===== config.mk =====
export PLATFORM = sky130hd
export DESIGN_NAME = rgb_to_yv12_pixel_converter_top
export DESIGN_NICKNAME = d
export VERILOG_FILES = /design/src/rgbyv_pkg.sv /design/src/rgb_to_yv12_pixel_converter_top.sv /design/src/rgbyv_cfg.sv /design/src/rgbyv_ctrl.sv /design/src/rgbyv_dp.sv
export SDC_FILE = /design/constraint.sdc
export NUM_CORES = 2
export LEC_CHECK = 0
export BUFFER_PORTS_ARGS = -buffer_cell sky130_fd_sc_hd__buf_4
export CELL_PAD_IN_SITES_DETAIL_PLACEMENT = 1
export CELL_PAD_IN_SITES_GLOBAL_PLACEMENT = 1
export CORE_ASPECT_RATIO = 1.4
export CORE_MARGIN = 4
export CORE_UTILIZATION = 52
export CTS_CLUSTER_DIAMETER = 40
export DETAILED_ROUTE_END_ITERATION = 10
export PLACE_DENSITY_LB_ADDON = 0.1
export RECOVER_POWER = 100
export SYNTH_ARGS = -nofsm -noshare
export SYNTH_HDL_FRONTEND = slang
export SYNTH_HIERARCHICAL = 1
export SYNTH_SLANG_ARGS = --single-unit

===== constraint.sdc =====
create_clock -name clk -period 8.8 [get_ports clk]
set_input_delay 1.76 -clock clk [delete_from_list [all_inputs] [get_ports clk]]
set_output_delay 1.76 -clock clk [all_outputs]
set_load 0.1 [all_outputs]

===== src/rgbyv_pkg.sv =====
// ----------------------------------------------------------------------------
// RGB to YV12 converter package
// Shared widths, coefficients, codes and the control structs that join the
// controller and the datapath.
// ----------------------------------------------------------------------------
package rgbyv_pkg;

  localparam int MAX_WIDTH  = 2048;
  localparam int MAX_HEIGHT = 2048;

  localparam int DIM_W      = 12;   // frame_width / frame_height registers
  localparam int POS_W      = 11;   // column and row counters
  localparam int LUMA_IDX_W = 22;
  localparam int CHR_IDX_W  = 20;
  localparam int ADDR_W     = 23;
  localparam int PCT_W      = 9;
  localparam int PIX_W      = 8;
  localparam int CFG_IDX_W  = 2;
  localparam int CFG_DATA_W = 12;

  // Q16 luma weights, and chroma gains for (B-Y) and (R-Y)
  localparam logic [15:0] COEF_YR  = 16'd19595;
  localparam logic [15:0] COEF_YG  = 16'd38470;
  localparam logic [15:0] COEF_YB  = 16'd7471;
  localparam logic [17:0] COEF_CB  = 18'd37028;
  localparam logic [17:0] COEF_CR  = 18'd46727;
  localparam logic [26:0] CHROMA_OFFSET = 27'd8388608;  // 128 << 16

  // floor(x / 100) = (x * RECIP_100) >> RECIP_SHIFT, exact for x < 199728
  localparam logic [17:0] RECIP_100   = 18'd167773;
  localparam int          RECIP_SHIFT = 24;

  localparam logic [PIX_W-1:0] MID_GRAY = 8'd128;
  localparam logic [PIX_W-1:0] PIX_MAX  = 8'd255;

  localparam logic [DIM_W-1:0] DIM_MAX_W = DIM_W'(MAX_WIDTH);
  localparam logic [DIM_W-1:0] DIM_MAX_H = DIM_W'(MAX_HEIGHT);

  // Register indexes
  localparam logic [CFG_IDX_W-1:0] REG_FRAME_WIDTH  = 2'd0;
  localparam logic [CFG_IDX_W-1:0] REG_FRAME_HEIGHT = 2'd1;
  localparam logic [CFG_IDX_W-1:0] REG_MONO_MODE    = 2'd2;
  localparam logic [CFG_IDX_W-1:0] REG_LUMA_PERCENT = 2'd3;

  typedef enum logic [1:0] {
    PLANE_Y = 2'd0,
    PLANE_V = 2'd1,
    PLANE_U = 2'd2
  } plane_t;

  typedef struct packed {
    logic [DIM_W-1:0] width;    // clamped to MAX_WIDTH
    logic [DIM_W-1:0] height;   // clamped to MAX_HEIGHT
    logic             mono;
    logic [PCT_W-1:0] luma_pct;
  } cfg_t;

  typedef struct packed {
    logic   load;      // capture pixel, apply first_pixel
    logic   luma_en;   // luma sum and plane size
    logic   scale_en;  // luma scale and chroma products
    logic   div_en;    // divide by 100, finish chroma
    logic   advance;   // step position counters
    plane_t plane;     // write currently offered
  } cmd_t;

  typedef struct packed {
    logic chroma;      // pixel sits at even column and even row
  } status_t;

endpackage


===== src/rgb_to_yv12_pixel_converter_top.sv =====
// ----------------------------------------------------------------------------
// RGB to YV12 pixel converter
// Converts a raster stream of BGR pixels into planar YV12 byte writes.
//
//   channel  direction  handshake              payload
//   in       sink       in_valid / in_ready    blue, green, red, first_pixel
//   out      source     out_valid / out_ready  plane_sel, byte_addr,
//                                              sample_value, last_of_pixel
//   cfg      sink       cfg_valid / cfg_ready  cfg_index, cfg_data
//
// One pixel at a time: accept, then the arithmetic steps (luma sum,
// scale and chroma products, divide by 100), then the writes in turn:
// Y alone for a luma-only pixel, Y, V and U for a pixel with chroma.
// Each write is held until transferred; out_ready low stalls the sequence.
// Synchronous reset restores the register defaults and zeroes the counters;
// cfg_ready is always high.
// ----------------------------------------------------------------------------
module rgb_to_yv12_pixel_converter_top (
  input  logic                              clk,
  input  logic                              rst,
  input  logic                              in_valid,
  output logic                              in_ready,
  input  logic [rgbyv_pkg::PIX_W-1:0]       blue,
  input  logic [rgbyv_pkg::PIX_W-1:0]       green,
  input  logic [rgbyv_pkg::PIX_W-1:0]       red,
  input  logic                              first_pixel,
  output logic                              out_valid,
  input  logic                              out_ready,
  output logic [1:0]                        plane_sel,
  output logic [rgbyv_pkg::ADDR_W-1:0]      byte_addr,
  output logic [rgbyv_pkg::PIX_W-1:0]       sample_value,
  output logic                              last_of_pixel,
  input  logic                              cfg_valid,
  output logic                              cfg_ready,
  input  logic [rgbyv_pkg::CFG_IDX_W-1:0]   cfg_index,
  input  logic [rgbyv_pkg::CFG_DATA_W-1:0]  cfg_data
);

  rgbyv_pkg::cfg_t    cfg;
  rgbyv_pkg::cmd_t    cmd;
  rgbyv_pkg::status_t status;

  rgbyv_cfg u_cfg (
    .clk       (clk),
    .rst       (rst),
    .cfg_valid (cfg_valid),
    .cfg_ready (cfg_ready),
    .cfg_index (cfg_index),
    .cfg_data  (cfg_data),
    .cfg       (cfg)
  );

  rgbyv_ctrl u_ctrl (
    .clk           (clk),
    .rst           (rst),
    .in_valid      (in_valid),
    .in_ready      (in_ready),
    .out_valid     (out_valid),
    .out_ready     (out_ready),
    .last_of_pixel (last_of_pixel),
    .status        (status),
    .cmd           (cmd)
  );

  rgbyv_dp u_dp (
    .clk          (clk),
    .rst          (rst),
    .cfg          (cfg),
    .cmd          (cmd),
    .status       (status),
    .blue         (blue),
    .green        (green),
    .red          (red),
    .first_pixel  (first_pixel),
    .plane_sel    (plane_sel),
    .byte_addr    (byte_addr),
    .sample_value (sample_value)
  );

endmodule


===== src/rgbyv_cfg.sv =====
// ----------------------------------------------------------------------------
// RGB to YV12 converter configuration registers
// Register file behind the write channel; geometry is clamped on the way out.
// ----------------------------------------------------------------------------
module rgbyv_cfg (
  input  logic                              clk,
  input  logic                              rst,
  input  logic                              cfg_valid,
  output logic                              cfg_ready,
  input  logic [rgbyv_pkg::CFG_IDX_W-1:0]   cfg_index,
  input  logic [rgbyv_pkg::CFG_DATA_W-1:0]  cfg_data,
  output rgbyv_pkg::cfg_t                   cfg
);

  logic [rgbyv_pkg::DIM_W-1:0] frame_width;
  logic [rgbyv_pkg::DIM_W-1:0] frame_height;
  logic                        mono_mode;
  logic [rgbyv_pkg::PCT_W-1:0] luma_percent;

  assign cfg_ready = 1'b1;

  always_ff @(posedge clk) begin
    if (rst) begin
      frame_width  <= rgbyv_pkg::DIM_W'(640);
      frame_height <= rgbyv_pkg::DIM_W'(480);
      mono_mode    <= 1'b0;
      luma_percent <= rgbyv_pkg::PCT_W'(100);
    end else if (cfg_valid) begin
      unique case (cfg_index)
        rgbyv_pkg::REG_FRAME_WIDTH:  frame_width  <= cfg_data[rgbyv_pkg::DIM_W-1:0];
        rgbyv_pkg::REG_FRAME_HEIGHT: frame_height <= cfg_data[rgbyv_pkg::DIM_W-1:0];
        rgbyv_pkg::REG_MONO_MODE:    mono_mode    <= cfg_data[0];
        rgbyv_pkg::REG_LUMA_PERCENT: luma_percent <= cfg_data[rgbyv_pkg::PCT_W-1:0];
        default: ;
      endcase
    end
  end

  always_comb begin
    cfg.width    = (frame_width > rgbyv_pkg::DIM_MAX_W) ? rgbyv_pkg::DIM_MAX_W : frame_width;
    cfg.height   = (frame_height > rgbyv_pkg::DIM_MAX_H) ? rgbyv_pkg::DIM_MAX_H
                                                         : frame_height;
    cfg.mono     = mono_mode;
    cfg.luma_pct = luma_percent;
  end

endmodule


===== src/rgbyv_ctrl.sv =====
// ----------------------------------------------------------------------------
// RGB to YV12 converter controller
// Sequences one pixel through the arithmetic steps and the plane writes.
// ----------------------------------------------------------------------------
module rgbyv_ctrl (
  input  logic                 clk,
  input  logic                 rst,
  input  logic                 in_valid,
  output logic                 in_ready,
  output logic                 out_valid,
  input  logic                 out_ready,
  output logic                 last_of_pixel,
  input  rgbyv_pkg::status_t   status,
  output rgbyv_pkg::cmd_t      cmd
);

  typedef enum logic [6:0] {
    S_IDLE  = 7'b0000001,
    S_LUMA  = 7'b0000010,
    S_SCALE = 7'b0000100,
    S_DIV   = 7'b0001000,
    S_OUT_Y = 7'b0010000,
    S_OUT_V = 7'b0100000,
    S_OUT_U = 7'b1000000
  } state_t;

  state_t state;
  state_t state_next;
  logic   out_xfer;

  assign out_xfer = out_valid & out_ready;

  always_ff @(posedge clk) begin
    if (rst) begin
      state <= S_IDLE;
    end else begin
      state <= state_next;
    end
  end

  always_comb begin
    state_next    = state;
    in_ready      = 1'b0;
    out_valid     = 1'b0;
    last_of_pixel = 1'b0;
    cmd           = '0;
    cmd.plane     = rgbyv_pkg::PLANE_Y;
    unique case (state)
      S_IDLE: begin
        in_ready = 1'b1;
        cmd.load = in_valid;
        if (in_valid) state_next = S_LUMA;
      end
      S_LUMA: begin
        cmd.luma_en = 1'b1;
        state_next  = S_SCALE;
      end
      S_SCALE: begin
        cmd.scale_en = 1'b1;
        state_next   = S_DIV;
      end
      S_DIV: begin
        cmd.div_en = 1'b1;
        state_next = S_OUT_Y;
      end
      S_OUT_Y: begin
        out_valid     = 1'b1;
        last_of_pixel = ~status.chroma;
        if (out_xfer) begin
          if (status.chroma) begin
            state_next = S_OUT_V;
          end else begin
            cmd.advance = 1'b1;
            state_next  = S_IDLE;
          end
        end
      end
      S_OUT_V: begin
        out_valid = 1'b1;
        cmd.plane = rgbyv_pkg::PLANE_V;
        if (out_xfer) state_next = S_OUT_U;
      end
      S_OUT_U: begin
        out_valid     = 1'b1;
        last_of_pixel = 1'b1;
        cmd.plane     = rgbyv_pkg::PLANE_U;
        if (out_xfer) begin
          cmd.advance = 1'b1;
          state_next  = S_IDLE;
        end
      end
      default: state_next = S_IDLE;
    endcase
  end

endmodule


===== src/rgbyv_dp.sv =====
// ----------------------------------------------------------------------------
// RGB to YV12 converter datapath
// Pixel capture, luma and chroma arithmetic, position counters and the
// write address / sample selection.
// ----------------------------------------------------------------------------
module rgbyv_dp (
  input  logic                              clk,
  input  logic                              rst,
  input  rgbyv_pkg::cfg_t                   cfg,
  input  rgbyv_pkg::cmd_t                   cmd,
  output rgbyv_pkg::status_t                status,
  input  logic [rgbyv_pkg::PIX_W-1:0]       blue,
  input  logic [rgbyv_pkg::PIX_W-1:0]       green,
  input  logic [rgbyv_pkg::PIX_W-1:0]       red,
  input  logic                              first_pixel,
  output logic [1:0]                        plane_sel,
  output logic [rgbyv_pkg::ADDR_W-1:0]      byte_addr,
  output logic [rgbyv_pkg::PIX_W-1:0]       sample_value
);

  localparam int PW = rgbyv_pkg::PIX_W;
  localparam int AW = rgbyv_pkg::ADDR_W;

  // floor(acc / 65536) clamped to 0..255
  function automatic logic [PW-1:0] chroma_sat(input logic signed [26:0] acc);
    logic signed [10:0] q;
    q = acc[26:16];
    if (q < 0) begin
      chroma_sat = '0;
    end else if (q > 11'sd255) begin
      chroma_sat = rgbyv_pkg::PIX_MAX;
    end else begin
      chroma_sat = q[PW-1:0];
    end
  endfunction

  logic [PW-1:0] b_q, g_q, r_q;

  logic [rgbyv_pkg::POS_W-1:0]      col_count, row_count;
  logic [rgbyv_pkg::LUMA_IDX_W-1:0] luma_index;
  logic [rgbyv_pkg::CHR_IDX_W-1:0]  chroma_index;

  logic [23:0]            luma_sum;
  logic [PW-1:0]          y_q;
  logic [AW-1:0]          plane_q;
  logic [AW-1:0]          base_u;
  logic [16:0]            scaled_q;
  logic signed [26:0]     cb_prod_q, cr_prod_q;
  logic signed [8:0]      diff_b, diff_r;
  logic [34:0]            recip_prod;
  logic [10:0]            y_div;
  logic [PW-1:0]          yout_q, cb_q, cr_q;

  logic                           col_wrap, row_wrap;

  // Luma sum in Q16
  assign luma_sum = 24'(rgbyv_pkg::COEF_YR) * 24'(r_q)
                  + 24'(rgbyv_pkg::COEF_YG) * 24'(g_q)
                  + 24'(rgbyv_pkg::COEF_YB) * 24'(b_q);

  assign diff_b = $signed({1'b0, b_q}) - $signed({1'b0, y_q});
  assign diff_r = $signed({1'b0, r_q}) - $signed({1'b0, y_q});

  assign recip_prod = 35'(scaled_q) * 35'(rgbyv_pkg::RECIP_100);
  assign y_div      = recip_prod[34:rgbyv_pkg::RECIP_SHIFT];

  always_ff @(posedge clk) begin
    if (cmd.load) begin
      b_q <= blue;
      g_q <= green;
      r_q <= red;
    end
    if (cmd.luma_en) begin
      y_q     <= luma_sum[23:16];
      plane_q <= AW'(cfg.width) * AW'(cfg.height);
    end
    if (cmd.scale_en) begin
      base_u    <= plane_q + (plane_q >> 2);
      scaled_q  <= 17'(y_q) * 17'(cfg.luma_pct);
      cb_prod_q <= 27'(diff_b) * $signed({9'd0, rgbyv_pkg::COEF_CB});
      cr_prod_q <= 27'(diff_r) * $signed({9'd0, rgbyv_pkg::COEF_CR});
    end
    if (cmd.div_en) begin
      yout_q <= (y_div > 11'(rgbyv_pkg::PIX_MAX)) ? rgbyv_pkg::PIX_MAX : y_div[PW-1:0];
      if (cfg.mono) begin
        cb_q <= rgbyv_pkg::MID_GRAY;
        cr_q <= rgbyv_pkg::MID_GRAY;
      end else begin
        cb_q <= chroma_sat(cb_prod_q + $signed(rgbyv_pkg::CHROMA_OFFSET));
        cr_q <= chroma_sat(cr_prod_q + $signed(rgbyv_pkg::CHROMA_OFFSET));
      end
    end
  end

  // Position counters
  assign col_wrap = (12'(col_count) + 12'd1) >= cfg.width;
  assign row_wrap = (12'(row_count) + 12'd1) >= cfg.height;

  always_ff @(posedge clk) begin
    if (rst) begin
      col_count    <= '0;
      row_count    <= '0;
      luma_index   <= '0;
      chroma_index <= '0;
    end else if (cmd.load && first_pixel) begin
      col_count    <= '0;
      row_count    <= '0;
      luma_index   <= '0;
      chroma_index <= '0;
    end else if (cmd.advance) begin
      luma_index <= luma_index + 1'b1;
      if (status.chroma) chroma_index <= chroma_index + 1'b1;
      if (col_wrap) begin
        col_count <= '0;
        if (row_wrap) begin
          // end of frame: restart everything
          row_count    <= '0;
          luma_index   <= '0;
          chroma_index <= '0;
        end else begin
          row_count <= row_count + 1'b1;
        end
      end else begin
        col_count <= col_count + 1'b1;
      end
    end
  end

  assign status.chroma = ~col_count[0] & ~row_count[0];

  // Write selection
  always_comb begin
    plane_sel = cmd.plane;
    case (cmd.plane)
      rgbyv_pkg::PLANE_V: begin
        byte_addr    = plane_q + AW'(chroma_index);
        sample_value = cr_q;
      end
      rgbyv_pkg::PLANE_U: begin
        byte_addr    = base_u + AW'(chroma_index);
        sample_value = cb_q;
      end
      default: begin
        byte_addr    = AW'(luma_index);
        sample_value = yout_q;
      end
    endcase
  end

endmodule


==> run metrics <==
hold_sp=u_cfg/frame_width[4]; total track usage=between 20% and 30%; Final #Nets=4,785; period utilization=between 90 and 100%; max incr delay on CP=between 700 and 800 ps; Slew Limit Fails=about 260; Crit path required time=around 7000 ps; Max Buffers Root-to-Sink=3; sequential-to-total area share from yosys stat=18.0%; Initial Util=between 50 and 60%; first-pass GRT wire length=150,000 um; Post CTS Setup Buffer Count=0; Netlist cell types=a little over 80; Max Fclk=between 100 and 150 MHz; Synth Area in Compound Gates=8.36%; Hold Path Depth=2; yosys warns=6; slowest CP cell=or4_1; RePlAce Congestion=about 0.89; post-route ant nets=0; ANT cells=0; failing checks=capacitance limit, slew limit; clock-pin slew on the worst setup and hold paths=~60 ps; CP Launch Type=flop; setup violators final=0; R2R cell count=19; starting DRC count in detailed routing=817; worst-path fanout max=20; MaxCap Viol Count=7; Vias=between 20k and 30k; Syn Inst Count=approximately 3.6k; initial antenna violation count=3; die area=approximately 0.07 mm2; largest net degree at the start of global routing=62; setup TNS=0 ps; Arr. time, crit path=around 6400 ps; Cell Chain, Critical Path=or4_1 > nor3_1 > ha_2 > mux2_2 > ha_1 > fa_1 > a21o_1 > a21oi_1 > o21bai_1 > a21oi_1 > o21bai_1 > a41oi_1 > o311ai_0 > a21oi_1 > xnor2_1 > o21ai_0 > clkbuf_2; crit path buf inv count=1; synth top area cells=fa_1 (24%), ha_1 (23%), edfxtp_1 (12%); FF-to-FF End=u_dp/yout_q[1]; drt total wl=92,300 um; # hold bufs at CTS=0; die span in x=approximately 230 um; worst hold path class=flop to flop; DR DRC count=0; Post-Synth Adder-Cell Area=46.8%; Area Overhead vs Synth=8.16%; vias in the first global route=29.4k; root buf cell=clkbuf_16; Ports=between 80 and 90; Clock H-tree levels=2; post-synthesis share of cell area spent on xor and xnor gates=between 4 and 5%; run status=finished, violations left; #FFs+latches synth=244; syn_nets=4,720; Slew @ Worst Pin=about 3300 ps; PortBufs=79; cell mode on critical path=a21oi_1; area of the core=0.0666 mm2; TritonCTS Buffers=44; Post-Syn Area=approximately 0.035 mm2; RSZ-0062 raised after global routing=no; Synth top cells by count=inv_1 (723), ha_1 (631), fa_1 (420), nand2_1 (264), nor2_1 (179); reg2reg setup slack=1000 ps; routed vias/inst=approximately 5.5; cell taking the most area after synthesis=fa_1; area fraction of the dominant cell type after synthesis=roughly 24%; CP Class=flop to primary output; CTS resizes=0; Relative slew margins=-121%; DP HPWL=around 77,000 um; gr ovfl total=0; worst skew pair latency=~600 ps; CTS tree=done; minimum hold slack=471 ps; simple logic cell fraction of the synthesized area=between 10% and 20%; Die Ht=314 um; post-route minimum period=approximately 8200 ps; clock sinks=about 240; Avg Cell Area, Syn=approximately 9.6 um2; Async SR Flop Fraction=0%; Post-synth top flop=edfxtp_1; crit-path leading delay family=compound AO/OA/AOI/OAI gates; CP endpoint kind=primary output; multiplexer share of the synthesized area=roughly 1.8%; share of cells above drive strength 1=under 10%; number of flops mapped to enable cells by yosys=139; final hold vios=0; num rows=roughly 110; largest family of logic cells by synthesized area=adder cells; first drt pass iteration count=4; Clock Skews=27.8 ps; DR WL/cell=20.2 um; R2R Path Start=u_dp/scaled_q[9]; cell with the most instances after synthesis=inv_1; Worst Hold End=u_cfg/frame_width[4]
[worst min-delay path: cells and delay by family (launching register included)]
family           cells  cell delay [ps]
muxes                1               60
DFF                  1              300
and+or+nand+nor      1               60
[cell families after synthesis]
group | after synthesis
AO/OA/AOI/OAI | 453
XOR/XNOR | 177
adder cells (fa/ha/maj) | 1051
buffers and inverters | 807
flip-flops | 244
multiplexers | 59
other | 1
AND/OR/NAND/NOR | 833
[per-layer routing]
layer / global-route usage, % / vias up / share of wire, %
met2: 51.5 / 369 / 56
met3: 2.90 / 169 / 2.5
li1: - / 11959 / -
met5: 0 / - / 0.044
met1: 28.7 / 12817 / 38
met4: 9.99 / 6 / 4.1
[cell usage in the layout, fill, tap and decap left out, types with 58 or more instances in the layout]
cell type and instances:
nor2_1 178, nand2b_1 58, o21ai_0 107, fa_1 420, a21oi_1 128, xor2_1 69, inv_1 723, edfxtp_1 139
nand2_1 264, xnor2_1 108, ha_1 630, dfxtp_1 105
[state kept, by name, indices dropped and copies added, names as in the netlist, 9 cells and up]
signal and count:
u_dp/row_count 11, u_dp/chroma_index 20, u_dp/luma_index 22, u_cfg/frame_width 12, u_cfg/frame_height 12, u_dp/cb_prod_q 10
u_dp/col_count 11, u_dp/base_u 23, u_dp/scaled_q 17, u_dp/cr_prod_q 10, u_dp/plane_q 23, u_cfg/luma_percent 9
[worst max-delay path by stage]
stage	startpoint	endpoint	slack, ps	cells after the start
global route	u_ctrl/state[1]	byte_addr[20]	240	17
global placement	u_dp/g_q[6]	u_dp/y_q[7]	1430	26
detailed placement	u_dp/r_q[0]	u_dp/cr_prod_q[24]	1170	26
CTS	u_ctrl/state[1]	byte_addr[22]	700	17
floorplan	u_ctrl/state[1]	byte_addr[22]	180	19
finish	u_ctrl/state[1]	byte_addr[20]	600	17
[area by class of cell]
type | instances | area [um2]
timing repair buffer | 100 | 618
clock buffer | 50 | 1130
sequential | 244 | 6280
multi-input combinational | 2574 | 25400
fill | 7538 | 28900
clock inverter | 31 | 395
tap | 855 | 1070
inverter | 726 | 2730
[metrics by stage]
step                utilization [%]  std cells  instance area, um2  setup slack, ps
floorplan                         -       3625               34800              180
global placement               54.6       4499               36300             1430
detailed placement             54.6       4499               36300             1170
CTS                            56.9       4580               37900              700
global route                   56.6       4580               37700              243
finish                         56.6       4580               37700              597
Power is left out: the tool's default activity adds up to more than one toggle a clock period on the data nets, which glitch-free logic cannot reach.
